`src/rtl/fud_pkg.sv`:
```
// ============================================================================
// fud_pkg
// Shared types and constants of the fisheye undistortion coordinate mapper.
// ============================================================================
package fud_pkg;

    // Stage counts of the iterative units
    localparam int SQRT_STEPS   = 24;
    localparam int CORDIC_STEPS = 24;
    localparam int DIV_STEPS    = 26;

    // Radius below which the scale is exactly one (Q.20)
    localparam int R_MIN_Q20 = 2;

    // Request carried on the input channel
    typedef struct packed {
        logic [11:0] out_x;
        logic [11:0] out_y;
    } in_req_t;

    // Request carried on the output channel
    typedef struct packed {
        logic signed [15:0] src_x;
        logic signed [15:0] src_y;
        logic               in_range;
    } out_req_t;

    // Configuration register indexes
    typedef enum logic [2:0] {
        REG_FOCAL_X     = 3'd0,
        REG_FOCAL_Y     = 3'd1,
        REG_CENTRE_X    = 3'd2,
        REG_CENTRE_Y    = 3'd3,
        REG_INV_FOCAL_X = 3'd4,
        REG_INV_FOCAL_Y = 3'd5,
        REG_DIST_K1_K2  = 3'd6,
        REG_DIST_K3_K4  = 3'd7
    } reg_idx_t;

    // atan(2^-i) in Q.20, rounded to nearest
    function automatic logic [20:0] atan_q20(input int unsigned i);
        logic [20:0] v;
        case (i)
            0:       v = 21'd823550;
            1:       v = 21'd486170;
            2:       v = 21'd256879;
            3:       v = 21'd130396;
            4:       v = 21'd65451;
            5:       v = 21'd32757;
            6:       v = 21'd16383;
            7:       v = 21'd8192;
            8:       v = 21'd4096;
            9:       v = 21'd2048;
            10:      v = 21'd1024;
            11:      v = 21'd512;
            12:      v = 21'd256;
            13:      v = 21'd128;
            14:      v = 21'd64;
            15:      v = 21'd32;
            16:      v = 21'd16;
            17:      v = 21'd8;
            18:      v = 21'd4;
            19:      v = 21'd2;
            20:      v = 21'd1;
            21:      v = 21'd1;
            default: v = 21'd0;
        endcase
        return v;
    endfunction

endpackage

```
`src/rtl/fud_isqrt.sv`:
```
// ============================================================================
// fud_isqrt
// Pipelined integer square root of a 48-bit radicand, one result bit a stage.
// ============================================================================
module fud_isqrt #(
    parameter int SIDE_W = 48
) (
    input  logic              clk,
    input  logic              rst_n,
    input  logic              en,
    input  logic              in_valid,
    input  logic [47:0]       radicand,
    input  logic [SIDE_W-1:0] side_in,
    output logic              out_valid,
    output logic [23:0]       root,
    output logic [SIDE_W-1:0] side_out
);

    localparam int STEPS = fud_pkg::SQRT_STEPS;

    logic [47:0]       n_reg    [STEPS];
    logic [47:0]       res_reg  [STEPS];
    logic [SIDE_W-1:0] side_reg [STEPS];
    logic              v_reg    [STEPS];

    for (genvar k = 0; k < STEPS; k++) begin : g_stage
        localparam logic [47:0] BIT = 48'(1) << (2 * (STEPS - 1 - k));

        logic [47:0]       n_cur;
        logic [47:0]       res_cur;
        logic [SIDE_W-1:0] side_cur;
        logic              v_cur;
        logic [48:0]       trial;
        logic [47:0]       n_next;
        logic [47:0]       res_next;

        if (k == 0) begin : g_first
            assign n_cur    = radicand;
            assign res_cur  = '0;
            assign side_cur = side_in;
            assign v_cur    = in_valid;
        end else begin : g_rest
            assign n_cur    = n_reg[k-1];
            assign res_cur  = res_reg[k-1];
            assign side_cur = side_reg[k-1];
            assign v_cur    = v_reg[k-1];
        end

        // Try the next root bit; keep it when the remainder allows
        always_comb
        begin
            trial = {1'b0, res_cur} + {1'b0, BIT};
            if ({1'b0, n_cur} >= trial)
            begin
                n_next   = n_cur - trial[47:0];
                res_next = (res_cur >> 1) + BIT;
            end
            else
            begin
                n_next   = n_cur;
                res_next = res_cur >> 1;
            end
        end

        always_ff @(posedge clk or negedge rst_n)
        begin
            if (!rst_n)
                v_reg[k] <= 1'b0;
            else if (en)
                v_reg[k] <= v_cur;
        end

        always_ff @(posedge clk)
        begin
            if (en)
            begin
                n_reg[k]    <= n_next;
                res_reg[k]  <= res_next;
                side_reg[k] <= side_cur;
            end
        end
    end

    assign out_valid = v_reg[STEPS-1];
    assign root      = res_reg[STEPS-1][23:0];
    assign side_out  = side_reg[STEPS-1];

endmodule

```
`config.mk`:
```
export PLATFORM = sky130hd
export DESIGN_NAME = fud_isqrt
export DESIGN_NICKNAME = d
export VERILOG_FILES = /design/src/rtl/fud_pkg.sv /design/src/rtl/fud_isqrt.sv
export SDC_FILE = /design/constraint.sdc
export NUM_CORES = 2
export LEC_CHECK = 0
export BUFFER_PORTS_ARGS = -buffer_cell sky130_fd_sc_hd__buf_2
export CAP_MARGIN = 0
export CELL_PAD_IN_SITES_DETAIL_PLACEMENT = 0
export CELL_PAD_IN_SITES_GLOBAL_PLACEMENT = 1
export CORE_UTILIZATION = 50
export DETAILED_ROUTE_END_ITERATION = 6
export PLACE_DENSITY_LB_ADDON = 0.1
export SYNTH_ARGS = -nofsm -noshare
export SYNTH_HDL_FRONTEND = slang
export SYNTH_SLANG_ARGS = --single-unit
```
`constraint.sdc`:
```
create_clock -name clk -period 4.4 [get_ports clk]
set_input_delay 0.22 -clock clk [delete_from_list [all_inputs] [get_ports clk]]
set_output_delay 0.22 -clock clk [all_outputs]
set_load 0.01 [all_outputs]
```
Word level (Yosys, flattened, before mapping)
Memory sizes are Yosys's and may differ from the RTL's.
Cells that the tools add are included.
- register bits after elaboration: 24
- bits in latches: 0
- bits in writable memories: 3456
- bits in read-only memories: 0
- word-level logic and storage cells: 171
- memories: 3
- memories (name ; words ; bits a word ; read ports ; clocked after memory_dff ; write ports ; line ; text):
    n_reg ; 24 ; 48 ; 23 ; 0 ; 24 ; fud_isqrt.sv:21 ; logic [47:0] n_reg [STEPS];
    res_reg ; 24 ; 48 ; 24 ; 0 ; 24 ; fud_isqrt.sv:22 ; logic [47:0] res_reg [STEPS];
    side_reg ; 24 ; 48 ; 24 ; 0 ; 24 ; fud_isqrt.sv:23 ; logic [SIDE_W-1:0] side_reg [STEPS];
- $add $sub $neg: 70
- multiply operators: 0
- div/mod/pow operators: 0
- $lt $le $gt $ge: 24
- eq/ne operators: 0
- shift-type cells: 0
- mux-type cells: 50
- bitwise logic cells: 0
- reductions and logical operators: 0
- operator list (cell ; number):
    48-bit 2-to-1 mux ; 47
    48-bit by 49-bit greater-or-equal comparator with 1-bit output ; 23
    48-bit subtractor ; 23
    48-bit by 1-bit adder with 49-bit output (second input constant) ; 1
    48-bit by 11-bit adder with 49-bit output (second input constant) ; 1
    48-bit by 13-bit adder with 49-bit output (second input constant) ; 1
    48-bit by 15-bit adder with 49-bit output (second input constant) ; 1
    48-bit by 17-bit adder with 49-bit output (second input constant) ; 1
    48-bit by 19-bit adder with 49-bit output (second input constant) ; 1
    48-bit by 21-bit adder with 49-bit output (second input constant) ; 1
    48-bit by 23-bit adder with 49-bit output (second input constant) ; 1
    48-bit by 25-bit adder with 49-bit output (second input constant) ; 1
    48-bit by 27-bit adder with 49-bit output (second input constant) ; 1
    48-bit by 29-bit adder with 49-bit output (second input constant) ; 1
    48-bit by 3-bit adder with 49-bit output (second input constant) ; 1
    48-bit by 31-bit adder with 49-bit output (second input constant) ; 1
    48-bit by 33-bit adder with 49-bit output (second input constant) ; 1
    48-bit by 35-bit adder with 49-bit output (second input constant) ; 1
    48-bit by 37-bit adder with 49-bit output (second input constant) ; 1
    48-bit by 39-bit adder with 49-bit output (second input constant) ; 1
    48-bit by 41-bit adder with 49-bit output (second input constant) ; 1
    48-bit by 43-bit adder with 49-bit output (second input constant) ; 1
    48-bit by 45-bit adder with 49-bit output (second input constant) ; 1
    48-bit by 5-bit adder with 49-bit output (second input constant) ; 1
    29 further kinds ; 30

Longest topological paths before layout
An unclocked memory read counts as a cell.
- depth in word-level cells: 4
- depth in mapped cells: 14
- gate-level depth less buffers: 11

Worst setup path after synthesis
Ideal clock, no wire load.
- path type: register -> register
- start point: mem n_reg[20][7], in the netlist n_reg[2][199]
- end point: mem n_reg[21][31], in the netlist n_reg[2][271], data pin
- setup time: 0.258 ns
- arrival: 3.105 ns
- required time: 4.142 ns
- path slack: 1.037 ns
- stages on the path, launching flop included: 11
- cell sequence: edfxtp_1 -> ha_1 -> a21oi_1 -> a2111oi_0 -> o311a_1 -> o311a_1 -> a41oi_2 -> or2_2 -> clkbuf_1 -> or4_1 -> xnor2_1
- RTL lines (what ; line):
    start, declared ; fud_isqrt.sv:21

==> results.yml <==
outcome:
  status: "completed"
grt:
  overflow: 0
  grt_pass1_wl_mm: 294.1
  grt_pass1_vias: 54797
  grt_use_total: 0.1795
  grt_antenna_before_repair: 1
  grt_max_degree: 141
power_and_ir_drop:
  power_leakage_nw: 43.07
  powerDensity_nw_per_um2: 514.8
  irDropWorstVdd_v: 0.0004821
setup_path:
  worstPathRequired_ns: 5.00
  start_kind: "register"
  slowest_stage: "o21ai_0"
  r2r-end: "n_reg[2][279]"
  crit_arrival_ns: 4.66
  crit_cells: 10
  crit_chain: "ha_1 > o211ai_1 > a2111oi_1 > o311a_1 > o311a_1 > buf_4 > a41oi_1 > o21ai_0 > nor3_1 > xor2_1"
  rr_worst_depth: 10
  critPathBufInv: 1
  cp_top_family: "compound AO/OA/AOI/OAI gates"
  rrSetupSlack_ns: 0.34
  worstSetupStartpoint: "n_reg[2][199]"
  critical_path.endpoint: "n_reg[2][279]"
  cpMostUsedCell: "o311a_1"
  worstPathMaxFanout: 6
  r2r_start: "n_reg[2][199]"
  worstSetupEndpointType: "register"
  critPathMaxStageDelay_ns: 0.78
  critPathKind: "reg -> reg"
clock_network:
  cts_buffers: 289
  root_buffer: "clkbuf_16"
  htreeDepth: 5
  clk_path_buf_depth: 4
  cts_tree: "yes"
  clkTransAtPathRegs_ns: 0.06
  worstSkewPairLatency_ns: 0.90
  cts_sinks: 2580
routing:
  met3WireLength_mm: 5.546
  ant_nets: 0
  drc: 0
  dr_wl_met2_mm: 100.3
  drt_iter0_markers: 3296
  top_layer_used: "met4"
  viasPerCell: 5.304
  wl_per_cell_um: 18.55
  drt_pass1_iterations: 5
  drt-met1-wl_mm: 72.87
  wl_mm: 186.6
  vias: 53350
synthesis:
  yosysSeqAreaShare: 0.7523
  synthAdderAreaFrac: 0.03918
  syn_area_um2: 102800
  synth-simple-area-share: 0.07865
  synth_xor_area_frac: 0.03960
  synthMuxAreaShare: 0.008652
  synthDistinctLibCells: 86
  synth-seq-cells: 2580
  syn_inst: 6525
  synth-edff-count: 2556
  synth_area_leaders: "edfxtp_1 (75%), ha_1 (3.9%), xnor2_1 (2.1%), xor2_1 (1.8%), inv_1 (1.4%)"
  ys.flop_type: "edfxtp_1"
  yosys.area.top_type: "edfxtp_1"
  async_reset_ff_frac: 0.009302
  synth_top_family_by_area: "simple AND/OR/NAND/NOR gates"
  yosysMostFrequentCell: "edfxtp_1"
  synth_top_area_frac: 0.7465
  syn_area_per_cell_um2: 15.76
  synth_commonest_cells: "edfxtp_1 (2556), inv_1 (394), nor2_1 (337)"
  synth_nets: 6947
  synth-compound-area-share: 0.06277
  ys_warn_count: 0
sta:
  max_freq_mhz: 246.4
  hold_slack_ns: 0.06406
  hold_viol: 0
  setup_viol: 0
  skew_ns: 0.04300
  tns_ns: 0
  worst_pin_slew_ns: 1.080
  fin_crit_ns: 4.059
  fin_crit_sh: 0.9224
  maxSlewHeadroom: 0.2737
  slew_viol_final: 0
  rsz0062_at_grt: "no"
die:
  die_h_um: 455.5
  coreArea_um2: 204400
  num_io_pins: 173
  rows: 166
  die-area_um2: 207500
  start_util: 0.5031
  dieWidth_um: 455.5
place:
  hpwl_mm: 128.5
  gp_congestion: 0.9581
  numPortBuffers: 172
  dpl_cell_area_um2: 107700
final_layout:
  final_nets: 7588
  largest_reg_flops: 1152
  utilization: 0.5785
  drive_gt1_frac: 0.1034
  fillers: 15870
  syn2layout_area_growth_pct: 14.99
  stdcell_area_um2: 118200
run:
  cap_violations: 0
min_path:
  hold_path.class: "in -> reg"
## layout make-up
class	instances	area, µm²	area share
diodes	1	2.502	0.00002116
clock buffers	349	7552	0.06388
clock inverters	146	1120	0.009471
inverters	396	1486	0.01257
multi-input cells	3438	23570	0.1993
flip-flops and latches	2580	77350	0.6543
well taps	2688	3363	0.02845
repair buffers	461	3786	0.03202
## layer usage
layer | global-route usage | vias to the layer above
met5 | 0 | -
met3 | 0.02602 | 455
li1 | - | 26253
met1 | 0.1980 | 25694
met4 | 0.08537 | 0
met2 | 0.3369 | 948
## per-stage QoR
step | worst slack, ns | power (mW) | instances
3_3_place_gp | 0.2491 | 39.06 | 9377
2_1_floorplan | 1.037 | 36.40 | 6525
4_1_cts | 0.2886 | 61.59 | 10058
6_report | 0.3414 | 60.87 | 10059
5_1_grt | 0.1178 | 63.53 | 10059
3_5_place_dp | 0.3171 | 39.17 | 9377
## layout by cell type (no fill, tap or decap), drive strengths merged, types with 24 or more instances in the layout
master / count
or2: 27
nor2b: 38
xnor2: 253
or4: 58
nor2: 337
buf: 275
nand2: 335
a21oi: 292
a21o: 111
or3: 65
dfrtp: 24
ha: 322
o31ai: 33
clkinv: 116
inv: 404
clkbuf: 349
nand3: 82
dlygate4sd3: 186
o211ai: 34
nor4: 183
edfxtp: 2556
nand4: 81
o21a: 74
nor3: 159
nand2b: 64
xor2: 211
mux2: 66
a211oi: 26
o21ai: 254
## where the power goes
part | internal, mW | switching [mW]
Sequential | 29.9 | 1.35
Combinational | 3.14 | 4.38
Clock | 13.1 | 8.92
## kinds of logic (layout without fill, tap and decap cells)
group	after synthesis	in the layout
flip-flops	2580	2580
multiplexers	78	78
AO/OA/AOI/OAI	1015	1015
other	0	1
adder cells (fa/ha/maj)	322	322
AND/OR/NAND/NOR	1559	1559
XOR/XNOR	464	464
buffers and inverters	507	1352
## timing repair
action                     CTS  global route
hold endpoints to repair   164             0
setup buffers                0             0
hold buffers               186             0
resized for setup            0             2
setup endpoints to repair    0            10
## worst min path at each step
stage | cells past startpoint | slack [ns] | to | from
global route | 3 | 0.02 | g_stage[1].v_cur | in_valid
floorplan | 0 | -0.08 | g_stage[10].v_cur | rst_n
finish | 2 | 0.06 | side_reg[0][36] | side_in[36]
global placement | 1 | 0.21 | g_stage[6].v_cur | rst_n
detailed placement | 1 | 0.23 | g_stage[9].v_cur | rst_n
CTS | 2 | 0.001 | n_reg[0][2] | radicand[2]
(Power assumes the default switching activity.)
