**src/rtl/fud_pkg.sv**
```systemverilog
// ============================================================================
// fud_pkg
// Shared types and constants of the fisheye undistortion coordinate mapper.
// ============================================================================
package fud_pkg;

    // Stage counts of the iterative units
    localparam int SQRT_STEPS   = 24;
    localparam int CORDIC_STEPS = 24;
    localparam int DIV_STEPS    = 26;

    // Radius below which the scale is exactly one (Q.20)
    localparam int R_MIN_Q20 = 2;

    // Request carried on the input channel
    typedef struct packed {
        logic [11:0] out_x;
        logic [11:0] out_y;
    } in_req_t;

    // Request carried on the output channel
    typedef struct packed {
        logic signed [15:0] src_x;
        logic signed [15:0] src_y;
        logic               in_range;
    } out_req_t;

    // Configuration register indexes
    typedef enum logic [2:0] {
        REG_FOCAL_X     = 3'd0,
        REG_FOCAL_Y     = 3'd1,
        REG_CENTRE_X    = 3'd2,
        REG_CENTRE_Y    = 3'd3,
        REG_INV_FOCAL_X = 3'd4,
        REG_INV_FOCAL_Y = 3'd5,
        REG_DIST_K1_K2  = 3'd6,
        REG_DIST_K3_K4  = 3'd7
    } reg_idx_t;

    // atan(2^-i) in Q.20, rounded to nearest
    function automatic logic [20:0] atan_q20(input int unsigned i);
        logic [20:0] v;
        case (i)
            0:       v = 21'd823550;
            1:       v = 21'd486170;
            2:       v = 21'd256879;
            3:       v = 21'd130396;
            4:       v = 21'd65451;
            5:       v = 21'd32757;
            6:       v = 21'd16383;
            7:       v = 21'd8192;
            8:       v = 21'd4096;
            9:       v = 21'd2048;
            10:      v = 21'd1024;
            11:      v = 21'd512;
            12:      v = 21'd256;
            13:      v = 21'd128;
            14:      v = 21'd64;
            15:      v = 21'd32;
            16:      v = 21'd16;
            17:      v = 21'd8;
            18:      v = 21'd4;
            19:      v = 21'd2;
            20:      v = 21'd1;
            21:      v = 21'd1;
            default: v = 21'd0;
        endcase
        return v;
    endfunction

endpackage

```
**src/rtl/fud_div.sv**
```systemverilog
// ============================================================================
// fud_div
// Pipelined restoring divider: 56-bit dividend by 24-bit divisor, 26 quotient
// bits, one bit a stage.
// ============================================================================
module fud_div #(
    parameter int SIDE_W = 49
) (
    input  logic              clk,
    input  logic              rst_n,
    input  logic              en,
    input  logic              in_valid,
    input  logic [55:0]       dividend,
    input  logic [23:0]       divisor,
    input  logic [SIDE_W-1:0] side_in,
    output logic              out_valid,
    output logic [25:0]       quotient,
    output logic [SIDE_W-1:0] side_out
);

    localparam int STEPS = fud_pkg::DIV_STEPS;

    logic [55:0]       rem_reg  [STEPS];
    logic [23:0]       d_reg    [STEPS];
    logic [25:0]       q_reg    [STEPS];
    logic [SIDE_W-1:0] side_reg [STEPS];
    logic              v_reg    [STEPS];

    for (genvar k = 0; k < STEPS; k++) begin : g_stage
        localparam int SH = STEPS - 1 - k;

        logic [55:0]       rem_cur;
        logic [23:0]       d_cur;
        logic [25:0]       q_cur;
        logic [SIDE_W-1:0] side_cur;
        logic              v_cur;
        logic [55:0]       d_sh;
        logic [55:0]       rem_next;
        logic [25:0]       q_next;

        if (k == 0) begin : g_first
            assign rem_cur  = dividend;
            assign d_cur    = divisor;
            assign q_cur    = '0;
            assign side_cur = side_in;
            assign v_cur    = in_valid;
        end else begin : g_rest
            assign rem_cur  = rem_reg[k-1];
            assign d_cur    = d_reg[k-1];
            assign q_cur    = q_reg[k-1];
            assign side_cur = side_reg[k-1];
            assign v_cur    = v_reg[k-1];
        end

        // Subtract the shifted divisor when it fits
        always_comb
        begin
            d_sh = 56'(d_cur) << SH;
            if (rem_cur >= d_sh)
            begin
                rem_next = rem_cur - d_sh;
                q_next   = q_cur | (26'(1) << SH);
            end
            else
            begin
                rem_next = rem_cur;
                q_next   = q_cur;
            end
        end

        always_ff @(posedge clk or negedge rst_n)
        begin
            if (!rst_n)
                v_reg[k] <= 1'b0;
            else if (en)
                v_reg[k] <= v_cur;
        end

        always_ff @(posedge clk)
        begin
            if (en)
            begin
                rem_reg[k]  <= rem_next;
                d_reg[k]    <= d_cur;
                q_reg[k]    <= q_next;
                side_reg[k] <= side_cur;
            end
        end
    end

    assign out_valid = v_reg[STEPS-1];
    assign quotient  = q_reg[STEPS-1];
    assign side_out  = side_reg[STEPS-1];

    // Remainder ends below the divisor (quotient did not overflow)
    a_rem_below: assert property (@(posedge clk) disable iff (!rst_n)
        (v_reg[STEPS-1] && d_reg[STEPS-1] >= 24'd2)
            |-> (rem_reg[STEPS-1] < 56'(d_reg[STEPS-1])))
        else $error("divider remainder not below divisor");

endmodule

```
**config.mk**
```make
export PLATFORM = sky130hd
export DESIGN_NAME = fud_div
export DESIGN_NICKNAME = d
export VERILOG_FILES = /design/src/rtl/fud_pkg.sv /design/src/rtl/fud_div.sv
export SDC_FILE = /design/constraint.sdc
export NUM_CORES = 2
export LEC_CHECK = 0
export BUFFER_PORTS_ARGS = -buffer_cell sky130_fd_sc_hd__clkbuf_2
export CORE_MARGIN = 4
export CORE_UTILIZATION = 40
export CTS_BUF_LIST = sky130_fd_sc_hd__clkbuf_16
export CTS_CLUSTER_SIZE = 40
export DETAILED_ROUTE_END_ITERATION = 10
export GPL_ROUTABILITY_DRIVEN = 0
export GPL_TIMING_DRIVEN = 0
export PLACE_DENSITY_LB_ADDON = 0.05
export SLEW_MARGIN = 20
export SYNTH_ARGS = -nofsm -noshare
export SYNTH_HDL_FRONTEND = slang
export SYNTH_SLANG_ARGS = --single-unit
```
**constraint.sdc**
```tcl
create_clock -name clk -period 3.65 [get_ports clk]
set_input_delay 0.365 -clock clk [delete_from_list [all_inputs] [get_ports clk]]
set_output_delay 0.365 -clock clk [all_outputs]
set_load 0.05 [all_outputs]
```
# After elaboration in Yosys (flattened, before gate mapping)
# Memories as Yosys holds them, arrays and structs flattened.
# Cells that the tools add are included.
# classes
n_mux	54
addsub	26
n_lt_le_gt_ge	26
# ops
operator	n
56-bit 2-to-1 mux	26
56-bit by 24-bit greater-or-equal comparator with 1-bit output	1
56-bit by 25-bit greater-or-equal comparator with 1-bit output	1
56-bit by 26-bit greater-or-equal comparator with 1-bit output	1
56-bit by 27-bit greater-or-equal comparator with 1-bit output	1
56-bit by 28-bit greater-or-equal comparator with 1-bit output	1
56-bit by 29-bit greater-or-equal comparator with 1-bit output	1
56-bit by 30-bit greater-or-equal comparator with 1-bit output	1
56-bit by 31-bit greater-or-equal comparator with 1-bit output	1
56-bit by 32-bit greater-or-equal comparator with 1-bit output	1
56-bit by 33-bit greater-or-equal comparator with 1-bit output	1
56-bit by 34-bit greater-or-equal comparator with 1-bit output	1
56-bit by 35-bit greater-or-equal comparator with 1-bit output	1
56-bit by 36-bit greater-or-equal comparator with 1-bit output	1
56-bit by 37-bit greater-or-equal comparator with 1-bit output	1
56-bit by 38-bit greater-or-equal comparator with 1-bit output	1
56-bit by 39-bit greater-or-equal comparator with 1-bit output	1
56-bit by 40-bit greater-or-equal comparator with 1-bit output	1
56-bit by 41-bit greater-or-equal comparator with 1-bit output	1
56-bit by 42-bit greater-or-equal comparator with 1-bit output	1
56-bit by 43-bit greater-or-equal comparator with 1-bit output	1
56-bit by 44-bit greater-or-equal comparator with 1-bit output	1
56-bit by 45-bit greater-or-equal comparator with 1-bit output	1
56-bit by 46-bit greater-or-equal comparator with 1-bit output	1
other kinds (55)	57
# word_totals
memories	4
register_bits	26
ram_bits	4030
word_cells	136
inputBits	133
out_inout_bits	76
# memory_table
name	depth	width	read_ports	rd_ports_with_merged_regs	write_ports	line	rtl
rem_reg	26	56	25	0	26	fud_div.sv:23	logic [55:0] rem_reg [STEPS];
side_reg	26	49	26	0	26	fud_div.sv:26	logic [SIDE_W-1:0] side_reg [STEPS];
q_reg	26	26	26	0	26	fud_div.sv:25	logic [25:0] q_reg [STEPS];
d_reg	26	24	25	0	26	fud_div.sv:24	logic [23:0] d_reg [STEPS];

# Depth between registers and ports, before layout
# An unclocked memory read counts as a cell.
# logic_depth
ltp_word	3
ltp_mapped	15
mapped_depth_nobuf	14

# Worst setup path before layout
# No wires, ideal clock.
# synth_path
path_kind	register to register
start	mem rem_reg[14][10], in the netlist rem_reg[0][794]
end	mem rem_reg[15][46], in the netlist rem_reg[0][886], data pin
arrival_ps	3629
period_less_slack_ps	3901
required_time_ps	3377
stages_incl_launch_ff	16
path_slack_ps	-251
path_buffers	1
setup_time_ps	273
cell_sequence	edfxtp_1 inv_1 ha_1 inv_1 fa_1 a21o_1 a21o_1 a21oi_1 nor2_1 o311ai_0 o21ai_0 o2111a_1 or4b_2 clkbuf_1 nor4b_1 xor2_1
# synth_lines
element	line
start: declaration	fud_div.sv:23

==> flow_summary_export.csv <==
group,metric,value,unit
sta,max-slew-margin-rel,25.2,%
global_routing,grt_overflow_total,0,
synth,yosysUniqueCellTypes,94,
setup_path,cp_slowest_cell,"or4_4",
synth,seq_area_frac_synth,68.4,%
sta,tightest_slew,1.11,ns
setup_path,path_buf_inv,4,
final_layout,stdcell_count,18196,
worst_hold_path,worstHoldPathType,"in -> reg",
setup_path,path_cells,"or4_4 -> nor2_4 -> buf_12 -> nand4_1 -> or4_4 -> nand4b_1 -> a21oi_4 -> inv_4 -> nand4_1 -> buf_4 -> or4_4 -> buf_6 -> xnor2_2",
power,power_density,715,mW/mm^2
setup_path,rr_worst_depth,13,
floorplanning,io_pins,209,
sta,min_period_over_period,105,%
synth,synthSimpleGateAreaFrac,8.97,%
final_layout,final_common_cell,"edfxtp_1",
setup_path,critPathArrivalTime,4.47,ns
synth,synth-edff-count,3625,
final_layout,layout_common_cells,"edfxtp_1, inv_1, a21oi_1, nor2_1, nand2_1",
global_routing,grt_pass1_wl,547,mm
route,wire_per_inst,19.5,um
sta,skew,0.0829,ns
cts,htree_levels,5,
setup_path,r2r_start,"rem_reg[1][310]",
sta,whs,0.0895,ns
synth,synthCells,11569,
floorplanning,core_area,0.399,mm^2
global_routing,grtUsageTotal,16.8,%
sta,rsz0062_at_grt,"true",
route,vias,94984,
route,vias_per_cell,5.22,
global_routing,antenna_found_initial,8,
setup_path,cp-end-kind,"flip-flop",
synth,async_reset_ff_share,0.712,%
route,routed_wl,355,mm
setup_path,required,4.28,ns
setup_path,startpoint_type,"flip-flop",
final_layout,largest_reg_flops,1400,
sta,hold_viol,0,
cts,clk_pin_slew_worst_paths,0.06,ns
final_layout,fin_area,0.190,mm^2
final_layout,syn_to_final_growth,18.9,%
floorplanning,dieHeight,641,um
sta,fmax,260,MHz
route,first_pass_iters,6,
power,ir_drop,0.000416,V
setup_path,crit_top_cell,"or4_4",
synth,synth_xor_area_share,5.24,%
power,total_power,136,mW
synth,ys_warn_count,0,
cts,cts_tree,"built",
floorplanning,die_area,0.410,mm^2
power,clkPwrFrac,28.6,%
synth,synth_compound_area_share,8.56,%
sta,slew_viol_final,0,
synth,synthMuxAreaShare,1.12,%
synth,ys_ff_latch,3651,
sta,min_period,3.84,ns
power,intPower,93.8,mW
cts,cts_buffer_depth,4,
global_routing,grt_pass1_vias,97930,
placed_design,placed_cell_area,0.169,mm^2
synth,syn_area,0.160,mm^2
floorplanning,die_x,641,um
final_layout,drive_above_1_share,15.9,%
cts,cts_root_buf,"clkbuf_16",
run_status,status,"finished with violations",
synth,synth_top_family_by_area,"simple AND/OR/NAND/NOR gates",
synth,yosys.area_share.adder,5.19,%
cts,cts-buffers-inserted,399,
route,drc_errors,0,
floorplanning,initial_core_util,40.1,%
job,max-cap-violations,0,
power,pwr-share-seq,42.7,%
power,switchingPower,42.4,mW
worst_hold_path,holdCritStartpoint,"en",
sta,worst_slack,-0.190,ns
placed_design,dp_hpwl,251,mm
setup_path,critPathTopFamily,"simple AND/OR/NAND/NOR gates",
cts,clock_latency,0.96,ns
setup_path,worstSetupPathType,"reg -> reg",
route,drtIter0Drc,6450,
setup_path,crit_fanout,5,
synth,avgSynthCellArea,13.8,um^2
synth,syn_nets,12351,
cts,clock-sinks,3651,
power,p_comb_share,28.7,%
run_status,violations,"setup timing",
placed_design,dp_cells,17084,
global_routing,grt_max_degree,104,
worst_hold_path,hold-path-endpoint,"side_reg[0][276]",
setup_path,slowest_delay,0.69,ns
power,p_leak,70.3,nW
power,switching_share,31.1,%
worst_hold_path,whs_path_depth,2,
final_layout,nets,13358,
sta,finalSetupViolCount,11,
synth,synth_ff_type,"edfxtp_1",
route,ant_nets,0,
placed_design,port_buffers,208,
floorplanning,fp-row-count,232,
setup_path,reg2reg_to,"rem_reg[1][382]",
setup_path,r2r_setup_slack,-0.19,ns
## cell families after synthesis
family	after synthesis
flip-flops	3651
AO/OA/AOI/OAI	2222
multiplexers	159
buffers and inverters	1062
XOR/XNOR	958
adder cells (fa/ha/maj)	649
AND/OR/NAND/NOR	2868
## power groups by stage
stage / sequential, mW / combinational (mW) / clock, mW
final: 58.2 / 39.1 / 38.9
after global placement: 58.3 / 25.2 / 0
after detailed placement: 58.9 / 34.2 / 0
after global routing: 58.8 / 42.9 / 42.3
after floorplan: 57.4 / 25.6 / 0
after CTS: 58.2 / 36.8 / 40.5
## synthesized netlist by cell type (28+ instances only)
| library cell | n | area share, % |
|---|---|---|
| edfxtp_1 | 3625 | 68 |
| nand2_1 | 646 | 1.5 |
| o21ai_0 | 486 | 1.5 |
| or3_1 | 106 | 0.41 |
| nand4b_1 | 28 | 0.15 |
| a211oi_1 | 51 | 0.24 |
| mux2_2 | 157 | 1.1 |
| nor3_1 | 242 | 0.76 |
| and3_1 | 53 | 0.21 |
| or2_2 | 50 | 0.20 |
| o21a_1 | 77 | 0.36 |
| nor2b_1 | 101 | 0.39 |
| a21o_1 | 324 | 1.5 |
| nor4_1 | 204 | 0.80 |
| o211ai_1 | 42 | 0.20 |
| or4_1 | 61 | 0.29 |
| nand4_1 | 141 | 0.55 |
| o21bai_1 | 63 | 0.30 |
| nand2b_1 | 111 | 0.43 |
| nand3b_1 | 30 | 0.14 |
| o31ai_1 | 35 | 0.16 |
| xnor2_1 | 519 | 2.8 |
| nor4b_1 | 35 | 0.19 |
| a21oi_1 | 807 | 2.5 |
| nor2_1 | 772 | 1.8 |
| clkbuf_1 | 212 | 0.50 |
| a31oi_1 | 75 | 0.29 |
| inv_1 | 809 | 1.9 |
| and2_1 | 29 | 0.11 |
| nand3_1 | 180 | 0.56 |
| ha_1 | 624 | 4.9 |
| xor2_1 | 439 | 2.4 |
## cell type report
| type | count | area [um^2] |
|---|---|---|
| fill | 34436 | 208000 |
| clock buffer | 407 | 10200 |
| multi-input combinational | 6857 | 51200 |
| timing repair buffer | 661 | 5930 |
| sequential | 3651 | 110000 |
| buffer | 192 | 1290 |
| inverter | 814 | 3090 |
| antenna | 25 | 62.6 |
| clock inverter | 324 | 2580 |
| tap | 5265 | 6590 |
## worst max-delay path by stage
stage	start	to	slack, ns	cells past startpoint
detailed placement	rem_reg[0][191]	rem_reg[0][259]	-1.88	11
global route	rem_reg[1][310]	rem_reg[1][382]	-0.20	13
floorplan	rem_reg[0][794]	rem_reg[0][886]	0.03	15
global placement	en	side_reg[1][433]	-62.46	1
finish	rem_reg[1][310]	rem_reg[1][382]	-0.19	13
CTS	rem_reg[1][296]	rem_reg[1][384]	-0.12	13
## worst register-to-register path, cell delays in order, from the launching register on
cell and delay [ns]:
edfxtp_1 0.40, or4_4 0.57, nor2_4 0.15, buf_12 0.14
nand4_1 0.15, or4_4 0.69, nand4b_1 0.29, a21oi_4 0.09
inv_4 0.10, nand4_1 0.10, buf_4 0.19, or4_4 0.45
buf_6 0.14, xnor2_2 0.11
## per-layer routing
layer  GRT usage, %  vias to the layer above  wire length [um]
met2           30.5                     2427            182000
li1               -                    45433                 -
met5              0                        -                 0
met3           2.54                      909             15700
met4           8.11                        0             19000
met1           19.3                    46215            138000
## timing repair
| item | 4_1_cts | 5_1_grt |
|---|---|---|
| pin swaps | 158 | 185 |
| cloned | 5 | 2 |
| hold buffers | 142 | 0 |
| gates resized for setup | 698 | 492 |
| endpoints found under the hold margin | 218 | 0 |
| setup endpoints to repair | 1069 | 824 |
| setup buffers | 147 | 116 |
## through the flow
| stage | setup WS [ns] | TNS (ns) | utilization, % |
|---|---|---|---|
| after floorplan | 0.0303 | 0 | - |
| after global placement | -62.46 | - | 42.1 |
| after detailed placement | -1.88 | -1057.64 | 42.3 |
| after CTS | -0.119 | -0.639 | 47.0 |
| after global routing | -0.197 | -3.71 | 47.7 |
| final | -0.190 | -0.783 | 47.7 |
Power figures use the tool's default switching activity.
